[src/rtl/encoder_speed_estimator_top_macros.svh]
// ----------------------------------------------------------------------------
// Encoder speed estimator assertion macros
// Concurrent assertion shorthands used by the top level; ASSERT_OFF removes them.
// ----------------------------------------------------------------------------
`ifndef ENCODER_SPEED_ESTIMATOR_TOP_MACROS_SVH
`define ENCODER_SPEED_ESTIMATOR_TOP_MACROS_SVH
`ifndef ASSERT_OFF
`define ASSERT_IMPLIES(name, clk, rstn, ante, cons) \
    name: assert property (@(posedge clk) disable iff (!(rstn)) (ante) |-> (cons)) \
        else $error("assertion failed");
`define ASSERT_NEXT(name, clk, rstn, ante, cons) \
    name: assert property (@(posedge clk) disable iff (!(rstn)) (ante) |=> (cons)) \
        else $error("assertion failed");
`else
`define ASSERT_IMPLIES(name, clk, rstn, ante, cons)
`define ASSERT_NEXT(name, clk, rstn, ante, cons)
`endif
`endif

[src/rtl/encspd_pkg.sv]
// ----------------------------------------------------------------------------
// Encoder speed estimator package
// Shared widths, constants, register codes and interface types.
// ----------------------------------------------------------------------------
package encspd_pkg;

    localparam int CHANNELS        = 4;
    localparam int CH_IDX_W        = $clog2(CHANNELS);
    localparam int IN_W            = 2 * CHANNELS;
    localparam int SPEED_W         = 24;
    localparam int OUT_W           = CHANNELS * SPEED_W;
    localparam int WIN_W           = 16;
    localparam int SCALE_W         = 16;
    localparam int K_W             = 8;
    localparam int CFG_IDX_W       = 2;
    localparam int CFG_DATA_W      = 16;
    localparam int COUNT_WIDTH_DEF = 16;

    localparam int MUL_A_W = 34;
    localparam int MUL_B_W = 17;
    localparam int PROD_W  = MUL_A_W + MUL_B_W;
    localparam int ACC_W   = PROD_W + 1;

    localparam logic [WIN_W-1:0]    WINDOW_RST = 16'd50;
    localparam logic [SCALE_W-1:0]  SCALE_RST  = 16'd3168;
    localparam logic [K_W-1:0]      K_RST      = 8'd77;
    localparam logic [CHANNELS-1:0] INVERT_RST = 4'd6;

    localparam logic signed [PROD_W-1:0] FRESH_HI =
        {{(PROD_W-MUL_A_W+1){1'b0}}, {(MUL_A_W-1){1'b1}}};
    localparam logic signed [PROD_W-1:0] FRESH_LO =
        {{(PROD_W-MUL_A_W+1){1'b1}}, {(MUL_A_W-1){1'b0}}};

    localparam logic signed [ACC_W-1:0] ROUND_BIAS = 52'sd128;
    localparam logic signed [ACC_W-1:0] SPEED_HI =
        {{(ACC_W-SPEED_W+1){1'b0}}, {(SPEED_W-1){1'b1}}};
    localparam logic signed [ACC_W-1:0] SPEED_LO =
        {{(ACC_W-SPEED_W+1){1'b1}}, {(SPEED_W-1){1'b0}}};

    typedef enum logic [CFG_IDX_W-1:0] {
        CFG_WINDOW = 2'd0,
        CFG_SCALE  = 2'd1,
        CFG_K      = 2'd2,
        CFG_INVERT = 2'd3
    } cfg_reg_t;

    typedef struct packed {
        logic [WIN_W-1:0]    window_ticks;
        logic [SCALE_W-1:0]  speed_scale;
        logic [K_W-1:0]      filter_k;
        logic [CHANNELS-1:0] invert_mask;
    } cfg_t;

    typedef struct packed {
        logic idle;
        logic load;
    } blend_status_t;

endpackage

[src/rtl/encspd_counter.sv]
// ----------------------------------------------------------------------------
// Encoder edge and window counter
// Counts falling edges of A per channel and marks the tick that ends a window.
// ----------------------------------------------------------------------------
module encspd_counter
    import encspd_pkg::*;
#(
    parameter int COUNT_WIDTH = COUNT_WIDTH_DEF
) (
    input  logic                          aclk,
    input  logic                          aresetn,
    input  logic                          accept,
    input  logic [CHANNELS-1:0]           enc_a,
    input  logic [CHANNELS-1:0]           enc_b,
    input  logic                          clear,
    input  logic [WIN_W-1:0]              window_ticks,
    output logic signed [COUNT_WIDTH-1:0] count [CHANNELS],
    output logic                          win_end
);

    localparam logic signed [COUNT_WIDTH-1:0] CNT_MAX = {1'b0, {(COUNT_WIDTH-1){1'b1}}};
    localparam logic signed [COUNT_WIDTH-1:0] CNT_MIN = {1'b1, {(COUNT_WIDTH-1){1'b0}}};

    logic [CHANNELS-1:0]           prev_a_reg;
    logic [WIN_W-1:0]              tick_reg;
    logic [WIN_W-1:0]              tick_next;
    logic signed [COUNT_WIDTH-1:0] count_reg  [CHANNELS];
    logic signed [COUNT_WIDTH-1:0] count_next [CHANNELS];
    logic [CHANNELS-1:0]           falling;
    logic [WIN_W-1:0]              win_eff;
    logic [WIN_W:0]                tick_inc;

    always_comb begin
        falling  = prev_a_reg & ~enc_a;
        win_eff  = (window_ticks == '0) ? WIN_W'(1) : window_ticks;
        tick_inc = {1'b0, tick_reg} + (WIN_W+1)'(1);
        win_end  = accept && (tick_inc >= {1'b0, win_eff});
        tick_next = win_end ? '0 : tick_inc[WIN_W-1:0];
        for (int i = 0; i < CHANNELS; i++) begin
            count_next[i] = count_reg[i];
            if (clear) begin
                count_next[i] = '0;
            end else if (accept && falling[i]) begin
                if (enc_b[i]) begin
                    if (count_reg[i] != CNT_MAX) begin
                        count_next[i] = count_reg[i] + COUNT_WIDTH'(1);
                    end
                end else if (count_reg[i] != CNT_MIN) begin
                    count_next[i] = count_reg[i] - COUNT_WIDTH'(1);
                end
            end
        end
    end

    always_ff @(posedge aclk) begin
        if (!aresetn) begin
            prev_a_reg <= '0;
            tick_reg   <= '0;
            for (int i = 0; i < CHANNELS; i++) begin
                count_reg[i] <= '0;
            end
        end else begin
            count_reg <= count_next;
            if (accept) begin
                prev_a_reg <= enc_a;
                tick_reg   <= tick_next;
            end
        end
    end

    assign count = count_reg;

endmodule

[src/rtl/encspd_mul.sv]
// ----------------------------------------------------------------------------
// Shared signed multiplier
// One registered 34 by 17 bit signed multiply, reused for every product.
// ----------------------------------------------------------------------------
module encspd_mul
    import encspd_pkg::*;
(
    input  logic                      aclk,
    input  logic                      en,
    input  logic signed [MUL_A_W-1:0] op_a,
    input  logic signed [MUL_B_W-1:0] op_b,
    output logic signed [PROD_W-1:0]  prod
);

    logic signed [PROD_W-1:0] prod_reg;
    logic signed [PROD_W-1:0] prod_next;

    assign prod_next = PROD_W'(op_a) * PROD_W'(op_b);

    always_ff @(posedge aclk) begin
        if (en) begin
            prod_reg <= prod_next;
        end
    end

    assign prod = prod_reg;

endmodule

[src/rtl/encspd_blend.sv]
// ----------------------------------------------------------------------------
// Speed blend sequencer
// Walks the channels through scale, clamp, filter mix and rounding on the
// shared multiplier and keeps the filtered speeds.
// ----------------------------------------------------------------------------
module encspd_blend
    import encspd_pkg::*;
#(
    parameter int COUNT_WIDTH = COUNT_WIDTH_DEF
) (
    input  logic                          aclk,
    input  logic                          aresetn,
    input  logic                          start,
    input  cfg_t                          cfg,
    input  logic signed [COUNT_WIDTH-1:0] count [CHANNELS],
    input  logic                          out_free,
    output blend_status_t                 status,
    output logic signed [SPEED_W-1:0]     speed [CHANNELS]
);

    typedef enum logic [6:0] {
        ST_IDLE   = 7'b0000001,
        ST_SCALE  = 7'b0000010,
        ST_CLAMP  = 7'b0000100,
        ST_MIXNEW = 7'b0001000,
        ST_MIXOLD = 7'b0010000,
        ST_ROUND  = 7'b0100000,
        ST_DONE   = 7'b1000000
    } blend_state_t;

    blend_state_t              state_reg;
    blend_state_t              state_next;
    logic [CH_IDX_W-1:0]       ch_reg;
    logic [CH_IDX_W-1:0]       ch_next;
    logic signed [MUL_A_W-1:0] fresh_reg;
    logic signed [MUL_A_W-1:0] fresh_next;
    logic signed [PROD_W-1:0]  acc_reg;
    logic signed [SPEED_W-1:0] filt_reg [CHANNELS];
    logic signed [SPEED_W-1:0] speed_next;

    logic                      mul_en;
    logic signed [MUL_A_W-1:0] op_a;
    logic signed [MUL_B_W-1:0] op_b;
    logic signed [PROD_W-1:0]  prod;
    logic signed [PROD_W-1:0]  prod_sgn;
    logic signed [ACC_W-1:0]   round_sum;
    logic signed [ACC_W-1:0]   round_shr;
    logic [K_W:0]              k_comp;
    logic                      last_ch;

    encspd_mul u_mul (
        .aclk (aclk),
        .en   (mul_en),
        .op_a (op_a),
        .op_b (op_b),
        .prod (prod)
    );

    always_comb begin
        k_comp  = (K_W+1)'(256) - {1'b0, cfg.filter_k};
        last_ch = (ch_reg == CH_IDX_W'(CHANNELS - 1));
        mul_en  = 1'b0;
        op_a    = fresh_reg;
        op_b    = MUL_B_W'(k_comp);
        case (state_reg)
            ST_SCALE: begin
                mul_en = 1'b1;
                op_a   = MUL_A_W'(count[ch_reg]);
                op_b   = MUL_B_W'(cfg.speed_scale);
            end
            ST_MIXNEW: begin
                mul_en = 1'b1;
            end
            ST_MIXOLD: begin
                mul_en = 1'b1;
                op_a   = MUL_A_W'(filt_reg[ch_reg]);
                op_b   = MUL_B_W'(cfg.filter_k);
            end
            default: begin
                mul_en = 1'b0;
            end
        endcase
    end

    always_comb begin
        prod_sgn = cfg.invert_mask[ch_reg] ? -prod : prod;
        if (prod_sgn > FRESH_HI) begin
            fresh_next = FRESH_HI[MUL_A_W-1:0];
        end else if (prod_sgn < FRESH_LO) begin
            fresh_next = FRESH_LO[MUL_A_W-1:0];
        end else begin
            fresh_next = prod_sgn[MUL_A_W-1:0];
        end
    end

    always_comb begin
        round_sum = ACC_W'(acc_reg) + ACC_W'(prod) + ROUND_BIAS;
        round_shr = round_sum >>> 8;
        if (round_shr > SPEED_HI) begin
            speed_next = SPEED_HI[SPEED_W-1:0];
        end else if (round_shr < SPEED_LO) begin
            speed_next = SPEED_LO[SPEED_W-1:0];
        end else begin
            speed_next = round_shr[SPEED_W-1:0];
        end
    end

    always_comb begin
        state_next  = state_reg;
        ch_next     = ch_reg;
        status.idle = (state_reg == ST_IDLE);
        status.load = 1'b0;
        case (state_reg)
            ST_IDLE: begin
                if (start) begin
                    state_next = ST_SCALE;
                    ch_next    = '0;
                end
            end
            ST_SCALE:  state_next = ST_CLAMP;
            ST_CLAMP:  state_next = ST_MIXNEW;
            ST_MIXNEW: state_next = ST_MIXOLD;
            ST_MIXOLD: state_next = ST_ROUND;
            ST_ROUND: begin
                if (last_ch) begin
                    state_next = ST_DONE;
                end else begin
                    state_next = ST_SCALE;
                    ch_next    = ch_reg + CH_IDX_W'(1);
                end
            end
            ST_DONE: begin
                if (out_free) begin
                    status.load = 1'b1;
                    state_next  = ST_IDLE;
                end
            end
            default: begin
                state_next = ST_IDLE;
            end
        endcase
    end

    always_ff @(posedge aclk) begin
        if (!aresetn) begin
            state_reg <= ST_IDLE;
            ch_reg    <= '0;
            for (int i = 0; i < CHANNELS; i++) begin
                filt_reg[i] <= '0;
            end
        end else begin
            state_reg <= state_next;
            ch_reg    <= ch_next;
            if (state_reg == ST_ROUND) begin
                filt_reg[ch_reg] <= speed_next;
            end
        end
    end

    always_ff @(posedge aclk) begin
        if (state_reg == ST_CLAMP) begin
            fresh_reg <= fresh_next;
        end
        if (state_reg == ST_MIXOLD) begin
            acc_reg <= prod;
        end
    end

    assign speed = filt_reg;

endmodule

[src/rtl/encoder_speed_estimator_top.sv]
// ----------------------------------------------------------------------------
// Encoder speed estimator top level
// A tick that does not end a window leaves the block ready on the next cycle.
// A window-ending tick takes each channel through scale, clamp, filter mix and
// rounding on the shared multiplier; the result word loads once the output is
// free, when the block is ready again. Synchronous active-low reset restores
// the register defaults and clears counts, tick counter and filtered speeds.
// ----------------------------------------------------------------------------
`include "encoder_speed_estimator_top_macros.svh"

module encoder_speed_estimator_top
    import encspd_pkg::*;
#(
    parameter int COUNT_WIDTH = COUNT_WIDTH_DEF
) (
    input  logic                  aclk,
    input  logic                  aresetn,
    input  logic                  s_tvalid,
    output logic                  s_tready,
    input  logic [IN_W-1:0]       s_tdata,      // enc_a, enc_b
    output logic                  m_tvalid,
    input  logic                  m_tready,
    output logic [OUT_W-1:0]      m_tdata,      // speed_ch0, speed_ch1, speed_ch2, speed_ch3
    input  logic                  cfg_wr_en,
    input  logic [CFG_IDX_W-1:0]  cfg_wr_index,
    input  logic [CFG_DATA_W-1:0] cfg_wr_data
);

    cfg_t                          cfg_reg;
    logic                          m_tvalid_reg;
    logic [OUT_W-1:0]              m_tdata_reg;
    logic                          accept;
    logic                          win_end;
    logic                          out_free;
    blend_status_t                 status;
    logic signed [COUNT_WIDTH-1:0] count [CHANNELS];
    logic signed [SPEED_W-1:0]     speed [CHANNELS];

    always_ff @(posedge aclk) begin
        if (!aresetn) begin
            cfg_reg.window_ticks <= WINDOW_RST;
            cfg_reg.speed_scale  <= SCALE_RST;
            cfg_reg.filter_k     <= K_RST;
            cfg_reg.invert_mask  <= INVERT_RST;
        end else if (cfg_wr_en) begin
            case (cfg_reg_t'(cfg_wr_index))
                CFG_WINDOW: cfg_reg.window_ticks <= cfg_wr_data[WIN_W-1:0];
                CFG_SCALE:  cfg_reg.speed_scale  <= cfg_wr_data[SCALE_W-1:0];
                CFG_K:      cfg_reg.filter_k     <= cfg_wr_data[K_W-1:0];
                CFG_INVERT: cfg_reg.invert_mask  <= cfg_wr_data[CHANNELS-1:0];
                default: begin
                end
            endcase
        end
    end

    assign s_tready = status.idle;
    assign accept   = s_tvalid && s_tready;
    assign out_free = !m_tvalid_reg || m_tready;

    encspd_counter #(
        .COUNT_WIDTH (COUNT_WIDTH)
    ) u_counter (
        .aclk         (aclk),
        .aresetn      (aresetn),
        .accept       (accept),
        .enc_a        (s_tdata[CHANNELS-1:0]),
        .enc_b        (s_tdata[IN_W-1:CHANNELS]),
        .clear        (status.load),
        .window_ticks (cfg_reg.window_ticks),
        .count        (count),
        .win_end      (win_end)
    );

    encspd_blend #(
        .COUNT_WIDTH (COUNT_WIDTH)
    ) u_blend (
        .aclk     (aclk),
        .aresetn  (aresetn),
        .start    (win_end),
        .cfg      (cfg_reg),
        .count    (count),
        .out_free (out_free),
        .status   (status),
        .speed    (speed)
    );

    always_ff @(posedge aclk) begin
        if (!aresetn) begin
            m_tvalid_reg <= 1'b0;
        end else if (status.load) begin
            m_tvalid_reg <= 1'b1;
        end else if (m_tready) begin
            m_tvalid_reg <= 1'b0;
        end
    end

    always_ff @(posedge aclk) begin
        if (status.load) begin
            for (int i = 0; i < CHANNELS; i++) begin
                m_tdata_reg[i*SPEED_W +: SPEED_W] <= speed[i];
            end
        end
    end

    assign m_tvalid = m_tvalid_reg;
    assign m_tdata  = m_tdata_reg;

    `ASSERT_NEXT(a_busy_after_window, aclk, aresetn, accept && win_end, !s_tready)
    `ASSERT_NEXT(a_ready_after_tick, aclk, aresetn, accept && !win_end, s_tready)
    `ASSERT_NEXT(a_load_sets_valid, aclk, aresetn, status.load, m_tvalid)
    `ASSERT_IMPLIES(a_no_load_when_ready, aclk, aresetn, status.load, !s_tready)

endmodule
[config.mk]
export PLATFORM = sky130hd
export DESIGN_NAME = encoder_speed_estimator_top
export DESIGN_NICKNAME = d
export VERILOG_FILES = /design/src/rtl/encspd_pkg.sv /design/src/rtl/encspd_counter.sv /design/src/rtl/encspd_mul.sv /design/src/rtl/encspd_blend.sv /design/src/rtl/encoder_speed_estimator_top.sv
export VERILOG_INCLUDE_DIRS = /design/src /design/src/rtl
export SDC_FILE = /design/constraint.sdc
export NUM_CORES = 2
export LEC_CHECK = 0
export BUFFER_PORTS_ARGS = -buffer_cell sky130_fd_sc_hd__buf_2
export CAP_MARGIN = 20
export CORE_MARGIN = 2
export CORE_UTILIZATION = 65
export CTS_CLUSTER_SIZE = 20
export DETAILED_ROUTE_END_ITERATION = 10
export GPL_ROUTABILITY_DRIVEN = 0
export PLACE_DENSITY = 0.83
export SLEW_MARGIN = 20
export SYNTH_ARGS = -nofsm -noshare
export SYNTH_HDL_FRONTEND = slang
export SYNTH_SLANG_ARGS = --single-unit
[constraint.sdc]
create_clock -name aclk -period 34.6 [get_ports aclk]
set_input_delay 3.46 -clock aclk [delete_from_list [all_inputs] [get_ports aclk]]
set_output_delay 3.46 -clock aclk [all_outputs]
set_load 0.02 [all_outputs]
==> flow_summary.yaml <==
routing:
  wl_per_cell_um: 20.7
  drtPass1Iterations: 8
  drc_errors: 0
  vias_per_cell: 6.22
  drt_iter0_drc: 4188
  wirelength_mm: 119
  drt.antenna.violating_nets: 0
  vias: 35700
critical_path:
  path_class: "reg2reg"
  reg2reg_to: "u_blend.u_mul.prod[45]"
  critPathLaunchType: "flip-flop"
  cp_slowest_cell: "or4b_2"
  critPathMostFrequentCell: "fa_1"
  crit_path_max_fanout: 77
  end_kind: "flip-flop"
  ff2ff_path_depth: 31
  reg2reg_slack_ns: 23.55
  cp.required_ns: 34.94
  timing.rr.start: "u_blend.state_reg[0]"
  critical_path_arrival_ns: 11.39
  max_stage_delay_ns: 0.84
power:
  p_leak_nw: 21.2
  power.density_nw_per_um2: 41.9
  peakVddDrop_v: 0.0000373
die:
  core_area_um2: 68300
  start_util_pct: 65.3
  die_area_um2: 70800
  io_pins: 129
  row_count: 96
  die_x_um: 266
  fp.dieH_um: 266
sta:
  fin_setup_tns_ns: 0
  rsz0062_at_grt: "false"
  period_share_pct: 31.9
  setup_viol: 0
  report.final.slew_viol_count: 0
  tightest_slew_ns: 1.12
  slew_headroom_pct: 25.6
  skew_ns: 0.0269
  fin_crit_ns: 11.05
  hold_viol: 0
  fmax_mhz: 90.5
global_routing:
  grt_max_degree: 78
  grt.total_usage_pct: 34.4
  grt_pass1_wl_mm: 191
  grt_use_met2_pct: 54.5
  grt.busiest_layer: "met2"
  gr-usage-met1_pct: 45.7
  overflow: 0
  first_global_vias: 35500
  met3_usage_pct: 7.87
  antenna_found_initial: 3
synthesis:
  synth_area_um2: 44600
  yosysSeqAreaShare_pct: 26.1
  synth_edf_count: 232
  synth_cell_type_count: 86
  ys_warn_count: 0
  syn_nets: 5662
  synth_cells: 4811
  synth_ff_type: "dfxtp_1"
  ys_ff_latch: 466
  async_reset_ff_share_pct: 0
  syn_area_per_cell_um2: 9.28
layout:
  final_util_pct: 69.9
  nets: 5667
  area_growth_pct: 7.04
  drive_gt1_share_pct: 7.99
  n_fill_cell: 4971
hold_path:
  holdPathEnd: "m_tdata[49]"
  hold_start: "u_blend.speed[25]"
  hold_class: "reg2reg"
  min_path_cells: 0
placement:
  port-buffer-count: 128
  dp_hpwl_mm: 90.9
clock_network:
  cts_buffers: 48
  post_cts_buffers: 0
  clkTransAtPathRegs_ns: 0.07
  cts_resized: 0
  cts-root-buf: "clkbuf_16"
  cts_tree: "done"
  clock_latency_ns: 0.62
  numClockSinks: 466
  max-clock-path-buffers: 3
  htree_levels: 2
  ctsHoldBuffers: 0
outcome:
  status: "completed"
job:
  max_cap_violations: 0
## synth_stat cells (all sizes together) (20+ instances only)
library cell	instances	area, um^2
inv	726	2730
nand2	662	2490
fa	521	10400
nor2	356	1340
ha	299	3740
a21oi	239	1200
dfxtp	234	4680
edfxtp	232	6970
clkbuf	202	759
o211ai	134	1050
o21ai	113	566
xnor2	105	920
xor2	95	832
nand3	67	335
nor3	66	330
a21o	58	435
nor2b	52	325
o21a	47	353
or3	44	278
mux4	40	901
nand4	39	244
nor4	38	238
a21boi	34	255
o21bai	30	225
and3	28	175
mux2i	28	280
o31ai	26	195
and2	24	150
buf	24	124
or2	22	140
nand2b	20	125
## cell families (layout without fill, tap and decap cells)
kind of cell               after synthesis  count (layout)  share of synthesized area, %
other                                    0               2                             0
muxes                                   73              73                          2.77
and+or+nand+nor                       1479            1479                          15.0
xor gates and xnor gates               200             200                          3.92
DFF                                    466             466                          26.1
buffers and inverters                  952             996                          8.08
AOI/OAI and AO/OA                      821             821                          12.4
adders and majority gates              820             820                          31.7
## placed cells by master, fill, tap and decap left out, types with 58 or more instances in the layout
cell        n
dfxtp_1   232
inv_1     723
nor3_1     66
o211ai_1  125
nor2_1    352
edfxtp_1  232
xnor2_1   105
o21ai_0    96
ha_1      299
nand2_1   661
nand3_1    67
xor2_1     95
fa_1      521
a21o_1     58
buf_2     128
a21oi_1   238
## critical path: cells and delay by family (launching register included)
family          cells  cell delay, ns
fa+ha+maj           7            3.32
simple gates        8            2.98
compound gates      9            2.47
buf+inv             6            1.39
flops               1            0.33
xor+xnor            1            0.19
## layout make-up
type | instances | area (um^2) | share of cell area [%]
multi-input cells | 3393 | 29500 | 61.7
inverters | 726 | 2730 | 5.70
diodes | 2 | 5.00 | 0.0105
well taps | 882 | 1100 | 2.31
clock inverters | 38 | 534 | 1.12
flip-flops and latches | 466 | 11700 | 24.4
repair buffers | 181 | 1040 | 2.17
clock buffers | 51 | 1230 | 2.58
## stage by stage
step | hold slack (ns) | total power [mW] | cell area (um^2) | setup slack [ns] | std cells
floorplan | 0.425 | 1.22 | 44600 | 23.55 | 4811
global placement | 0.439 | 1.38 | 46000 | 24.13 | 5648
detailed placement | 0.439 | 1.41 | 46000 | 23.83 | 5648
CTS | 0.454 | 1.99 | 47800 | 23.78 | 5737
global route | 0.470 | 2.11 | 47800 | 23.13 | 5738
finish | 0.457 | 2.00 | 47800 | 23.55 | 5739
## how the worst max path moves through the flow
stage | cells after the start | slack (ns) | start | end
CTS | 31 | 23.78 | u_blend.state_reg[0] | u_blend.u_mul.prod[45]
global route | 31 | 23.13 | u_blend.state_reg[0] | u_blend.u_mul.prod[45]
floorplan | 33 | 23.55 | u_blend.state_reg[0] | u_blend.u_mul.prod[45]
detailed placement | 31 | 23.83 | u_blend.state_reg[0] | u_blend.u_mul.prod[45]
finish | 31 | 23.55 | u_blend.state_reg[0] | u_blend.u_mul.prod[45]
global placement | 32 | 24.13 | u_blend.state_reg[0] | u_blend.u_mul.prod[45]
## where the power goes
part / total, mW / leakage (nW) / switching (mW) / internal [mW]
Sequential: 0.622 / 3.78 / 0.00536 / 0.617
Combinational: 0.794 / 16.6 / 0.474 / 0.320
Clock: 0.584 / 0.848 / 0.239 / 0.345
## metal layers
metal | routed length, um | share of wire [%]
met4 | 5730 | 4.8
met3 | 13600 | 11
met2 | 53700 | 45
met5 | 13 | 0.011
met1 | 45900 | 39
(Power assumes the default switching activity.)
